$ cat src/rtl/core/phwd_pkg.sv
package phwd_pkg;

   // Default geometry of one sector.
   localparam int SECTORS = 10;
   localparam int ROWS    = 928;
   localparam int COLUMNS = 960;

   // Chip ids run from 1 to this value; ten sensors sit on each ladder.
   localparam int CHIP_ID_MAX        = 40;
   localparam int SENSORS_PER_LADDER = 10;

   // Pixels that one word can fire: four per half.
   localparam int HITS_PER_WORD = 8;

   // Word queue between the front and back ends (power of two).
   localparam int QUEUE_DEPTH = 4;
   localparam int QPTR_W      = $clog2(QUEUE_DEPTH);
   localparam int QCNT_W      = $clog2(QUEUE_DEPTH + 1);

   // Stream payload widths.
   localparam int REQ_DATA_W = 40;
   localparam int RSP_DATA_W = 48;

   // Configuration registers.
   localparam int CSR_DATA_W = 40;
   typedef enum logic [0:0] {
      CSR_MASK_ENABLE = 1'b0,
      CSR_GOOD_MASK   = 1'b1
   } csr_index_type;

   // One decoded word waiting for the back end. Row and overflow count are the
   // values after the low half, which is what every hit of the word sees.
   typedef struct packed {
      logic [3:0]               sector;
      logic [2:0]               ladder;
      logic [3:0]               sensor;
      logic [9:0]               row;
      logic [15:0]              overflow;
      logic [9:0]               col_lo;
      logic [9:0]               col_hi;
      logic [HITS_PER_WORD-1:0] hit_mask;
   } entry_type;

endpackage

$ cat src/rtl/core/phwd_front.sv
module phwd_front #(
   parameter int SECTORS = phwd_pkg::SECTORS,
   parameter int ROWS    = phwd_pkg::ROWS,
   parameter int COLUMNS = phwd_pkg::COLUMNS
) (
   input  logic                               clock,
   input  logic                               reset,
   input  logic                               word_valid,
   input  logic [31:0]                        data_word,
   input  logic [3:0]                         sector_number,
   input  logic                               frame_start,
   input  logic                               queue_not_full,
   input  logic                               mask_enable,
   input  logic [phwd_pkg::CHIP_ID_MAX-1:0]   good_mask,
   output logic                               word_ready,
   output logic                               push,
   output phwd_pkg::entry_type                push_entry
);

   logic [9:0]  current_row_ff, current_row_in;
   logic [15:0] overflow_ff, overflow_in;

   logic [15:0] lo_half, hi_half;
   logic [5:0]  chip_id, id_m1;
   logic        id_ok, sensor_good, sector_ok, row_ok;
   logic [2:0]  ladder;
   logic [3:0]  sensor;
   logic [9:0]  row_after_lo;
   logic [15:0] ovf_cleared, ovf_after_lo, ovf_after_hi;
   logic [phwd_pkg::HITS_PER_WORD-1:0] hit_mask;
   logic        accept;

   function automatic logic [15:0] sat_inc(input logic [15:0] v);
      sat_inc = (v == 16'hffff) ? v : v + 16'd1;
   endfunction

   assign accept     = word_valid && queue_not_full;
   assign word_ready = queue_not_full;

   // Chip id and its place on the sector.
   always_comb begin
      lo_half = data_word[15:0];
      hi_half = data_word[31:16];
      chip_id = {hi_half[15:13], lo_half[15:13]};
      id_ok   = (chip_id != 6'd0) && (chip_id <= 6'(phwd_pkg::CHIP_ID_MAX));
      id_m1   = chip_id - 6'd1;
      if (id_m1 < 6'd10) begin
         ladder = 3'd1;
         sensor = 4'(id_m1 + 6'd1);
      end else if (id_m1 < 6'd20) begin
         ladder = 3'd2;
         sensor = 4'(id_m1 - 6'd9);
      end else if (id_m1 < 6'd30) begin
         ladder = 3'd3;
         sensor = 4'(id_m1 - 6'd19);
      end else begin
         ladder = 3'd4;
         sensor = 4'(id_m1 - 6'd29);
      end
      sensor_good = !mask_enable || good_mask[id_m1];
      sector_ok   = (sector_number != 4'd0) && (sector_number <= 4'(SECTORS));
   end

   // Row and overflow state through both halves.
   always_comb begin
      ovf_cleared  = frame_start ? 16'd0 : overflow_ff;
      row_after_lo = lo_half[12] ? lo_half[11:2] : current_row_ff;
      ovf_after_lo = (lo_half[12] && lo_half[1]) ? sat_inc(ovf_cleared) : ovf_cleared;
      ovf_after_hi = (hi_half[12] && hi_half[1]) ? sat_inc(ovf_after_lo) : ovf_after_lo;
      row_ok       = row_after_lo < 10'(ROWS);
      if (id_ok) begin
         current_row_in = hi_half[12] ? hi_half[11:2] : row_after_lo;
         overflow_in    = ovf_after_hi;
      end else begin
         current_row_in = current_row_ff;
         overflow_in    = ovf_cleared;
      end
   end

   // Which pixels of each run survive the checks.
   always_comb begin
      logic [15:0] half;
      logic [10:0] col_sum;
      hit_mask = '0;
      for (int h = 0; h < 2; h++) begin
         half = (h == 0) ? lo_half : hi_half;
         for (int c = 0; c < 4; c++) begin
            col_sum = {1'b0, half[11:2]} + 11'(c);
            hit_mask[h*4+c] = id_ok && sector_ok && sensor_good && row_ok &&
                              !half[12] && (2'(c) <= half[1:0]) &&
                              (col_sum < 11'(COLUMNS));
         end
      end
   end

   // Words that fire nothing only move the state.
   assign push = accept && (hit_mask != '0);

   always_comb begin
      push_entry.sector   = sector_number;
      push_entry.ladder   = ladder;
      push_entry.sensor   = sensor;
      push_entry.row      = row_after_lo;
      push_entry.overflow = ovf_after_lo;
      push_entry.col_lo   = lo_half[11:2];
      push_entry.col_hi   = hi_half[11:2];
      push_entry.hit_mask = hit_mask;
   end

   always_ff @(posedge clock) begin
      if (reset) begin
         current_row_ff <= '0;
         overflow_ff    <= '0;
      end else if (accept) begin
         current_row_ff <= current_row_in;
         overflow_ff    <= overflow_in;
      end
   end

endmodule

$ cat src/rtl/core/phwd_queue.sv
module phwd_queue (
   input  logic                clock,
   input  logic                reset,
   input  logic                push,
   input  phwd_pkg::entry_type push_entry,
   input  logic                pop,
   output logic                not_full,
   output logic                not_empty,
   output phwd_pkg::entry_type head
);

   phwd_pkg::entry_type              mem_ff [phwd_pkg::QUEUE_DEPTH];
   logic [phwd_pkg::QPTR_W-1:0]      wr_ptr_ff, rd_ptr_ff;
   logic [phwd_pkg::QCNT_W-1:0]      count_ff;

   assign not_full  = count_ff != phwd_pkg::QCNT_W'(phwd_pkg::QUEUE_DEPTH);
   assign not_empty = count_ff != '0;
   assign head      = mem_ff[rd_ptr_ff];

   // Storage; pointers wrap naturally since the depth is a power of two.
   always_ff @(posedge clock) begin
      if (push) begin
         mem_ff[wr_ptr_ff] <= push_entry;
      end
   end

   always_ff @(posedge clock) begin
      if (reset) begin
         wr_ptr_ff <= '0;
         rd_ptr_ff <= '0;
         count_ff  <= '0;
      end else begin
         if (push) begin
            wr_ptr_ff <= wr_ptr_ff + phwd_pkg::QPTR_W'(1);
         end
         if (pop) begin
            rd_ptr_ff <= rd_ptr_ff + phwd_pkg::QPTR_W'(1);
         end
         if (push && !pop) begin
            count_ff <= count_ff + phwd_pkg::QCNT_W'(1);
         end else if (pop && !push) begin
            count_ff <= count_ff - phwd_pkg::QCNT_W'(1);
         end
      end
   end

endmodule

$ cat src/rtl/core/phwd_back.sv
module phwd_back (
   input  logic                                  clock,
   input  logic                                  reset,
   input  logic                                  queue_not_empty,
   input  phwd_pkg::entry_type                   head,
   output logic                                  pop,
   output logic                                  hit_valid,
   input  logic                                  hit_ready,
   output logic [phwd_pkg::RSP_DATA_W-1:0]       hit_data,
   output logic                                  hit_last
);

   logic                       work_valid_ff, work_valid_in;
   phwd_pkg::entry_type        work_ff, work_in;
   logic                       out_valid_ff, out_valid_in;
   logic [phwd_pkg::RSP_DATA_W-1:0] out_data_ff, out_data_in;
   logic                       out_last_ff, out_last_in;

   logic                                  out_load, emit;
   logic [phwd_pkg::HITS_PER_WORD-1:0]    low_bit, remain;
   logic [2:0]                            pix;
   logic [9:0]                            col_base, column;

   // Output register frees itself when empty or when its beat is taken.
   assign out_load = !out_valid_ff || hit_ready;
   assign emit     = work_valid_ff && out_load;

   // Pick the lowest pending pixel of the word in work.
   always_comb begin
      low_bit = work_ff.hit_mask & (~work_ff.hit_mask + phwd_pkg::HITS_PER_WORD'(1));
      remain  = work_ff.hit_mask & ~low_bit;
      pix     = '0;
      for (int i = 0; i < phwd_pkg::HITS_PER_WORD; i++) begin
         if (low_bit[i]) begin
            pix = 3'(i);
         end
      end
      col_base = pix[2] ? work_ff.col_hi : work_ff.col_lo;
      column   = col_base + 10'(pix[1:0]);
   end

   // Take the next word when none is in work or once the current one gives its last hit.
   assign pop = queue_not_empty && (!work_valid_ff || (emit && remain == '0));

   always_comb begin
      work_in       = work_ff;
      work_valid_in = work_valid_ff;
      if (pop) begin
         work_in       = head;
         work_valid_in = 1'b1;
      end else if (emit) begin
         work_in.hit_mask = remain;
         work_valid_in    = remain != '0;
      end
   end

   always_comb begin
      out_valid_in = out_valid_ff;
      out_data_in  = out_data_ff;
      out_last_in  = out_last_ff;
      if (out_load) begin
         out_valid_in = emit;
         out_data_in  = {1'b0, work_ff.overflow, column, work_ff.row,
                         work_ff.sensor, work_ff.ladder, work_ff.sector};
         out_last_in  = remain == '0;
      end
   end

   always_ff @(posedge clock) begin
      if (reset) begin
         work_valid_ff <= 1'b0;
         out_valid_ff  <= 1'b0;
      end else begin
         work_valid_ff <= work_valid_in;
         out_valid_ff  <= out_valid_in;
      end
      work_ff     <= work_in;
      out_data_ff <= out_data_in;
      out_last_ff <= out_last_in;
   end

   assign hit_valid = out_valid_ff;
   assign hit_data  = out_data_ff;
   assign hit_last  = out_last_ff;

endmodule

$ cat src/rtl/core/pixel_sensor_hit_word_decoder_top.sv
// Pixel hit word decoder. Each request beat carries one 32-bit pixel word of a
// sector; the block emits one response beat per fired pixel, up to eight per
// word, with tlast on the last hit of the word. A word is taken every cycle
// while the four-word queue between the decoding front end and the hit
// back end has room; the back end delivers one hit per cycle while rsp_tready
// is high, and a word that fires nothing only moves the front-end state. With
// the back end idle, the first hit of a word passes through the queue, the work
// register and the output register before it shows on the response side. Row
// and overflow state are updated at the front, so they follow the order of
// accepted words. Write the mask registers only while no hits are pending.
module pixel_sensor_hit_word_decoder_top #(
   parameter int SECTORS = phwd_pkg::SECTORS,
   parameter int ROWS    = phwd_pkg::ROWS,
   parameter int COLUMNS = phwd_pkg::COLUMNS
) (
   input  logic                                clock,
   input  logic                                reset,
   input  logic                                req_tvalid,
   output logic                                req_tready,
   // data_word [31:0], sector_number [35:32], zero fill [39:36]
   input  logic [phwd_pkg::REQ_DATA_W-1:0]     req_tdata,
   // frame_start [0]
   input  logic [0:0]                          req_tuser,
   output logic                                rsp_tvalid,
   input  logic                                rsp_tready,
   // hit_sector [3:0], hit_ladder [6:4], hit_sensor [10:7], hit_row [20:11],
   // hit_column [30:21], overflow_total [46:31], zero fill [47]
   output logic [phwd_pkg::RSP_DATA_W-1:0]     rsp_tdata,
   output logic                                rsp_tlast,
   input  logic                                csr_we,
   input  phwd_pkg::csr_index_type             csr_index,
   input  logic [phwd_pkg::CSR_DATA_W-1:0]     csr_wdata
);

   logic                                mask_enable_ff;
   logic [phwd_pkg::CHIP_ID_MAX-1:0]    good_mask_ff;

   logic                q_push, q_pop, q_not_full, q_not_empty;
   phwd_pkg::entry_type q_push_entry, q_head;

   // Configuration registers.
   always_ff @(posedge clock) begin
      if (reset) begin
         mask_enable_ff <= 1'b0;
         good_mask_ff   <= '1;
      end else if (csr_we) begin
         unique case (csr_index)
            phwd_pkg::CSR_MASK_ENABLE: mask_enable_ff <= csr_wdata[0];
            phwd_pkg::CSR_GOOD_MASK:
               good_mask_ff <= csr_wdata[phwd_pkg::CHIP_ID_MAX-1:0];
            default: mask_enable_ff <= mask_enable_ff;
         endcase
      end
   end

   phwd_front #(
      .SECTORS (SECTORS),
      .ROWS    (ROWS),
      .COLUMNS (COLUMNS)
   ) u_front (
      .clock          (clock),
      .reset          (reset),
      .word_valid     (req_tvalid),
      .data_word      (req_tdata[31:0]),
      .sector_number  (req_tdata[35:32]),
      .frame_start    (req_tuser[0]),
      .queue_not_full (q_not_full),
      .mask_enable    (mask_enable_ff),
      .good_mask      (good_mask_ff),
      .word_ready     (req_tready),
      .push           (q_push),
      .push_entry     (q_push_entry)
   );

   phwd_queue u_queue (
      .clock      (clock),
      .reset      (reset),
      .push       (q_push),
      .push_entry (q_push_entry),
      .pop        (q_pop),
      .not_full   (q_not_full),
      .not_empty  (q_not_empty),
      .head       (q_head)
   );

   phwd_back u_back (
      .clock           (clock),
      .reset           (reset),
      .queue_not_empty (q_not_empty),
      .head            (q_head),
      .pop             (q_pop),
      .hit_valid       (rsp_tvalid),
      .hit_ready       (rsp_tready),
      .hit_data        (rsp_tdata),
      .hit_last        (rsp_tlast)
   );

   // Every delivered hit lies inside the sector geometry.
   a_hit_in_range: assert property (@(posedge clock) disable iff (reset)
      rsp_tvalid |-> (rsp_tdata[20:11] < 10'(ROWS)) && (rsp_tdata[30:21] < 10'(COLUMNS)))
      else $error("hit outside the pixel matrix");

   a_sector_ok: assert property (@(posedge clock) disable iff (reset)
      rsp_tvalid |-> (rsp_tdata[3:0] != 4'd0) && (rsp_tdata[3:0] <= 4'(SECTORS)))
      else $error("hit from a sector out of range");

   a_place_ok: assert property (@(posedge clock) disable iff (reset)
      rsp_tvalid |-> (rsp_tdata[6:4] != 3'd0) && (rsp_tdata[6:4] <= 3'd4) &&
                     (rsp_tdata[10:7] != 4'd0) && (rsp_tdata[10:7] <= 4'd10))
      else $error("hit with bad ladder or sensor");

   a_quiet_after_reset: assert property (@(posedge clock)
      reset |=> !rsp_tvalid)
      else $error("response beat right after reset");

endmodule
$ cat config.mk
export PLATFORM = sky130hd
export DESIGN_NAME = pixel_sensor_hit_word_decoder_top
export DESIGN_NICKNAME = d
export VERILOG_FILES = /design/src/rtl/core/phwd_pkg.sv /design/src/rtl/core/phwd_front.sv /design/src/rtl/core/phwd_queue.sv /design/src/rtl/core/phwd_back.sv /design/src/rtl/core/pixel_sensor_hit_word_decoder_top.sv
export SDC_FILE = /design/constraint.sdc
export NUM_CORES = 1
export LEC_CHECK = 0
export BUFFER_PORTS_ARGS = -buffer_cell sky130_fd_sc_hd__buf_2
export CELL_PAD_IN_SITES_DETAIL_PLACEMENT = 1
export CELL_PAD_IN_SITES_GLOBAL_PLACEMENT = 1
export CORE_MARGIN = 2
export CORE_UTILIZATION = 51
export DETAILED_ROUTE_END_ITERATION = 8
export PLACE_DENSITY = 0.88
export SETUP_SLACK_MARGIN = 0.2
export SLEW_MARGIN = 40
export SYNTH_ARGS = -nofsm -noshare
export SYNTH_HDL_FRONTEND = slang
export SYNTH_SLANG_ARGS = --single-unit
$ cat constraint.sdc
create_clock -name clock -period 7.7 [get_ports clock]
set_clock_uncertainty 0.05 [all_clocks]
set_input_delay 1.155 -clock clock [delete_from_list [all_inputs] [get_ports clock]]
set_output_delay 1.155 -clock clock [all_outputs]
set_load 0.1 [all_outputs]
After elaboration in Yosys (flattened, before gate mapping)
Memory sizes are Yosys's and may differ from the RTL's. A register that Yosys moved wholly into a read port is not among the register bits.
Index checks and enable logic that the tools add are counted.
{"block": "word_totals", "ram_bits": 260, "reg_bits": 189, "out_inout_bits": 51, "inputBits": 87, "n_memories": 1}
{"name": "u_queue.mem_ff", "depth": 4, "width": 65, "read_ports": 1, "rd_clocked_by_memory_dff": 1, "wr": 1, "line_no": "phwd_queue.sv:12", "source": "phwd_pkg::entry_type mem_ff [phwd_pkg::QUEUE_DEPTH];"}
{"block": "op_classes", "n_eq_ne": 3, "add_sub_neg": 19, "bitwise": 5, "order_cmp": 23, "n_reduce_logical": 53, "muxes": 34}
{"operator": "2-to-1 mux 16 bit", "n": 6}
{"operator": "less-than comparator 11 x 10 -> 1 bit (second input constant)", "n": 6}
{"operator": "adder 10 x 2 -> 11 bit (second input constant)", "n": 4}
{"operator": "adder 16 x 1 -> 16 bit (second input constant)", "n": 2}
{"operator": "equality test 16 bit (second input constant)", "n": 2}
{"operator": "logical AND 1 bit", "n": 32}
{"operator": "less-than comparator 10 bit (second input constant)", "n": 3}
{"operator": "2-to-1 mux 10 bit", "n": 3}
{"operator": "2-to-1 mux 3 bit", "n": 9}
{"operator": "adder 10 x 1 -> 11 bit (second input constant)", "n": 2}
{"operator": "AND 8 bit", "n": 2}
{"operator": "2-to-1 mux 8 bit", "n": 2}
{"operator": "inverter 8 bit", "n": 2}
{"operator": "nonzero test 8 bit", "n": 2}
{"operator": "less-than comparator 6 x 5 -> 1 bit (second input constant)", "n": 2}
{"operator": "2-to-1 mux 4 bit", "n": 3}
{"operator": "adder 10 x 2 -> 10 bit", "n": 1}
{"operator": "adder 8 x 1 -> 8 bit (second input constant)", "n": 1}
{"operator": "less-or-equal comparator 1 x 2 -> 1 bit (first input constant)", "n": 4}
{"operator": "less-or-equal comparator 2 bit (first input constant)", "n": 4}
{"operator": "logical NOT 8 bit", "n": 1}
{"operator": "2-to-1 mux 2 bit", "n": 4}
{"operator": "subtractor 4 bit (second input constant)", "n": 2}
{"operator": "logical NOT 1 bit", "n": 7}
{"operator": "20 further kinds", "n": 31}

Logic depth before layout (Yosys ltp)
{"block": "depth", "depth_word": 15, "mapped_depth": 18}

Cells and area by module
A second synthesis with hierarchy kept.
{"block": "unflattened", "hier_cells": 1191, "hier_area_um2": 18953.2}
{"module": "phwd_queue", "cells_per_inst": 384, "area_each_um2": 9854.5, "seq_area_each_um2": 7987.7, "instances": 1}
{"module": "phwd_back", "cells_per_inst": 231, "area_each_um2": 4209.0, "seq_area_each_um2": 3433.3, "instances": 1}
{"module": "phwd_front", "cells_per_inst": 433, "area_each_um2": 3337.0, "seq_area_each_um2": 520.5, "instances": 1}
{"module": "pixel_sensor_hit_word_decoder_top", "cells_per_inst": 143, "area_each_um2": 1552.7, "seq_area_each_um2": 820.8, "instances": 1}

Worst setup path before layout
OpenSTA, ideal clock, no wires.
{"block": "synth_timing", "path_type": "input to register", "startpoint": "in req_tdata[13] in the netlist's numbering", "endpoint": "mem u_queue.mem_ff[0][0] in the netlist's numbering (enable)", "required_ns": 7.220, "n_path_buf": 3, "path_stages": 13, "arrival_ns": 5.413, "path_slack_ns": 1.807, "cell_sequence": "buf_2 > buf_2 > inv_1 > ha_1 > clkbuf_1 > mux4_2 > mux2i_1 > mux2i_1 > mux2_2 > a221oi_1 > or4_1 > nor2_1 > and2_1"}
{"block": "synth_between", "elab_chain_len": 13, "elab_cells_between_ends": 32}
{"element": "from (decl)", "line_no": "pixel_sensor_hit_word_decoder_top.sv:21", "source": "input logic [phwd_pkg::REQ_DATA_W-1:0] req_tdata,"}
{"element": "subtractor 6 x 1 -> 6 bit", "line_no": "phwd_front.sv:46", "source": "id_m1 = chip_id - 6'd1;"}
{"element": "binary-select mux 1 bit (select 6 bit)", "line_no": "phwd_front.sv:60", "source": "sensor_good = !mask_enable || good_mask[id_m1];"}
{"element": "2-to-1 mux 1 bit (not written as such)", "line_no": "phwd_front.sv:60"}
{"element": "logical OR 1 bit", "line_no": "phwd_front.sv:60"}
{"element": "logical AND 1 bit (*) (2 in a row)", "line_no": "phwd_front.sv:89", "source": "hit_mask[h*4+c] = id_ok && sector_ok && sensor_good && row_ok &&"}
{"element": "logical AND 1 bit", "line_no": "phwd_front.sv:89"}
{"element": "logical AND 1 bit (2 in a row)", "line_no": "phwd_front.sv:90", "source": "!half[12] && (2'(c) <= half[1:0]) &&"}
{"element": "nonzero test 8 bit (*)", "line_no": "phwd_front.sv:97", "source": "assign push = accept && (hit_mask != '0);"}
{"element": "logical AND 1 bit (*)", "line_no": "phwd_front.sv:97"}
{"element": "named net q_push", "line_no": "pixel_sensor_hit_word_decoder_top.sv:38", "source": "logic q_push, q_pop, q_not_full, q_not_empty;"}
{"element": "2-to-1 mux 1 bit (*)", "line_no": "phwd_queue.sv:22", "source": "if (push) begin"}
{"element": "2-to-1 mux 1 bit (not written as such) (*)", "line_no": "phwd_queue.sv:23", "source": "mem_ff[wr_ptr_ff] <= push_entry;"}
{"element": "to (decl)", "line_no": "phwd_queue.sv:12"}
Mark *: on every way through the listed nets, which the timed path passes. The rest lies on a longest branch. The select of a mux whose other input is x is not followed.

==> impl_metrics.ini <==
[power]
peakVddDrop_uv = 223.1
combPwrFrac = 0.290
p_per_area_nw_per_um2 = 373.4
p_seq_frac = 0.427
p_total_mw = 7.936
p_int_mw = 5.039
switching_share = 0.3650
leakage_nw = 7.537
clkPwrFrac = 0.283
p_sw_mw = 2.896

[yosys]
syn_area_sq_um = 18510
ys.flop_type = edfxtp_1
yosys_warnings = 0
avgSynthCellArea_sq_um = 15.26
ys_seq_area_frac = 0.6895
ys_types = 76
syn-num-nets = 1314
async_flop_share = 0
ys_ff_latch = 451
synth_edf_count = 373
synth_cells = 1213

[timing]
tns_ps = 0
hold_viol = 0
setup_viol = 0
rsz0062_at_grt = no
clock.fmax_mhz = 181.1
period_share = 0.7172
slew_violations = 0
period_needed_ps = 5522
whs_ps = 365.9
maxSlewHeadroom = 0.4730
tightest_slew_ps = 790.6

[final_layout]
multi_input_area_sq_um = 5431
layout-drive-gt1-share = 0.2419
finalNetCount = 1449
register_area_sq_um = 12770
n_fill_cell = 3345
finalInstanceArea_sq_um = 21250
area_delta_synth_final_pct = 14.82

[worst_setup_path]
cpMostUsedCell = inv_1
path_cells = buf_2 > inv_1 > nand2_1 > inv_1 > ha_1 > nand4_1 > nor4_4 > a21oi_2 > xnor2_1 > ha_1 > inv_1 > nor2_1 > a31oi_2 > and3_1 > a221o_1
cp-end-kind = flip-flop
crit_type = in2reg
cp_top_family = simple AND/OR/NAND/NOR gates
start_kind = input pin
critPathMaxStageDelay_ps = 590
cp_max_fo = 27
cp.arrival_ps = 5910
cp_data_required_time_ps = 8090
cp_slowest_cell = nor2_1
crit_buf_inv = 4

[min_path]
hp-class = reg2reg

[cts]
ctsHtreeMaxLevel = 2
cts.sinks = 451
worst_setup_hold_path_clk_slew_ps = 60
cts_setup_buffers = 0
clk_latency_ps = 560
hold_buffers = 0
cts_buffers = 45
post_cts_resized = 0
cts_tree = done
ctsLongestPathBuffers = 3
root_buffer = clkbuf_16

[floorplan]
fp.dieArea_sq_um = 37830
core_area_sq_um = 35660
rows = 69
ios = 138
initial_core_util = 0.5191
die_w_microns = 194.5
die_h_microns = 194.5

[routing]
wl_per_cell_microns = 25.46
drt_iter0_markers = 956
post-route-drc-count = 0
vias = 11330
routed_via_density = 6.126
final_antenna_net_count = 0
wl_microns = 47110
dr.pass1.iters = 5

[global_route]
grtUsageTotal = 0.2528
grt_pass1_wl_microns = 72910
antenna_found_initial = 3
grt_max_degree = 62
grt_pass1_vias = 12200
grt-ovfl-total = 0

[flow_run]
cap_violations = 0

[placed_design]
postPlaceCellArea_sq_um = 19680
gp_congestion = 0.9106
dp_hpwl_microns = 29820
port-buffer-count = 132

[run_status]
status = complete, no violations
cells in the mapped netlist (all sizes together) (6+ instances only):
library cell  number  area share
nand4             11      0.0037
and3               7      0.0024
o31a               6      0.0028
nand2             99       0.020
mux4              75       0.091
mux2              13      0.0079
nand2b            10      0.0038
or4                6      0.0026
nor4               7      0.0039
ha                12      0.0081
nor2b             13      0.0044
o21ai             22      0.0059
buf               18      0.0043
mux2i             26       0.014
nand3            118       0.032
a21oi             32      0.0089
nor2              70       0.014
inv               35      0.0071
edfxtp           373        0.61
a211oi             8      0.0032
nor3               8      0.0024
clkbuf            40      0.0082
a21o               7      0.0028
and2              11      0.0037
dfxtp             78       0.084
xnor2             24       0.011
or3                7      0.0024
xor2              10      0.0047
layer usage:
| metal | up-vias | track usage | routed length [microns] |
|---|---|---|---|
| li1 | 4967 | - | - |
| met1 | 5779 | 0.3161 | 18370 |
| met2 | 488 | 0.4462 | 24480 |
| met3 | 98 | 0.04060 | 2823 |
| met4 | 2 | 0.09259 | 1418 |
| met5 | - | 0 | 13 |
final timing paths:
check	cells past startpoint	to	from	slack, ps
setup / recovery	15	u_front.overflow_ff[4]$_SDFFE_PP0P_	req_tuser	2180
hold / removal	0	u_back.hit_data[4]$_DFFE_PP_	u_back.work_ff[58]$_DFFE_PP_	370
setup reg to reg	12	u_front.overflow_ff[4]$_SDFFE_PP0P_	u_front.overflow_ff[1]$_SDFFE_PP0P_	2810
hold reg to reg	0	u_back.hit_data[4]$_DFFE_PP_	u_back.work_ff[58]$_DFFE_PP_	370
flip-flops by register name (all words and copies together), names as in the netlist, named ones only:
signal / flops
mask_enable_ff: 1
u_queue.rd_ptr_ff: 2
u_back.work_ff: 65
u_queue.mem_ff: 260
good_mask_ff: 40
u_front.current_row_ff: 10
u_front.overflow_ff: 16
u_back.hit_data: 47
u_queue.count_ff: 3
u_back.hit_valid: 1
u_queue.wr_ptr_ff: 2
u_back.work_valid_ff: 1
u_back.hit_last: 1
power by group through the flow:
| stage | registers (mW) | clock network, mW | logic, mW |
|---|---|---|---|
| finish | 3.39 | 2.25 | 2.30 |
| global route | 3.43 | 2.36 | 2.42 |
| CTS | 3.39 | 2.28 | 2.31 |
| detailed placement | 3.43 | 0 | 2.28 |
| global placement | 3.40 | 0 | 2.18 |
| floorplan | 4.34 | 0 | 0.838 |
kinds of logic (layout without fill, tap and decap cells):
logic type | Yosys count | in the layout | share of synthesized area
adders and majority gates | 17 | 17 | 0.01190
xor gates and xnor gates | 34 | 34 | 0.01609
muxes | 114 | 114 | 0.1132
DFF | 451 | 451 | 0.6895
AOI/OAI and AO/OA | 119 | 119 | 0.04516
other | 1 | 5 | 0.0002026
buffers and inverters | 93 | 265 | 0.01954
and+or+nand+nor | 384 | 384 | 0.1044
metrics by stage:
step | setup slack [ps] | std cells | util
2_1_floorplan | 1807 | 1213 | -
3_3_place_gp | 1557 | 1761 | 0.5511
3_5_place_dp | 1823 | 1761 | 0.5518
4_1_cts | 2291 | 1845 | 0.5943
5_1_grt | 2014 | 1847 | 0.5958
6_report | 2178 | 1850 | 0.5960
layout make-up:
class                           instances  area share
Multi-Input combinational cell        669      0.2556
Clock inverter                         32     0.01501
Inverter                               35    0.006300
Clock buffer                           52     0.05623
Tap cell                              461     0.02714
Sequential cell                       451      0.6008
Antenna cell                            4   0.0004710
Timing Repair Buffer                  146     0.03850
cells in the final DEF (no fill, tap or decap), drive strengths merged, types with 32 or more instances in the layout:
cell type	instances
buf	146
mux4	75
inv	38
edfxtp	373
nor2	70
nand2	99
dfxtp	78
a21oi	32
nand3	118
clkbuf	52
Note: power is estimated with default switching activity, not from simulation.
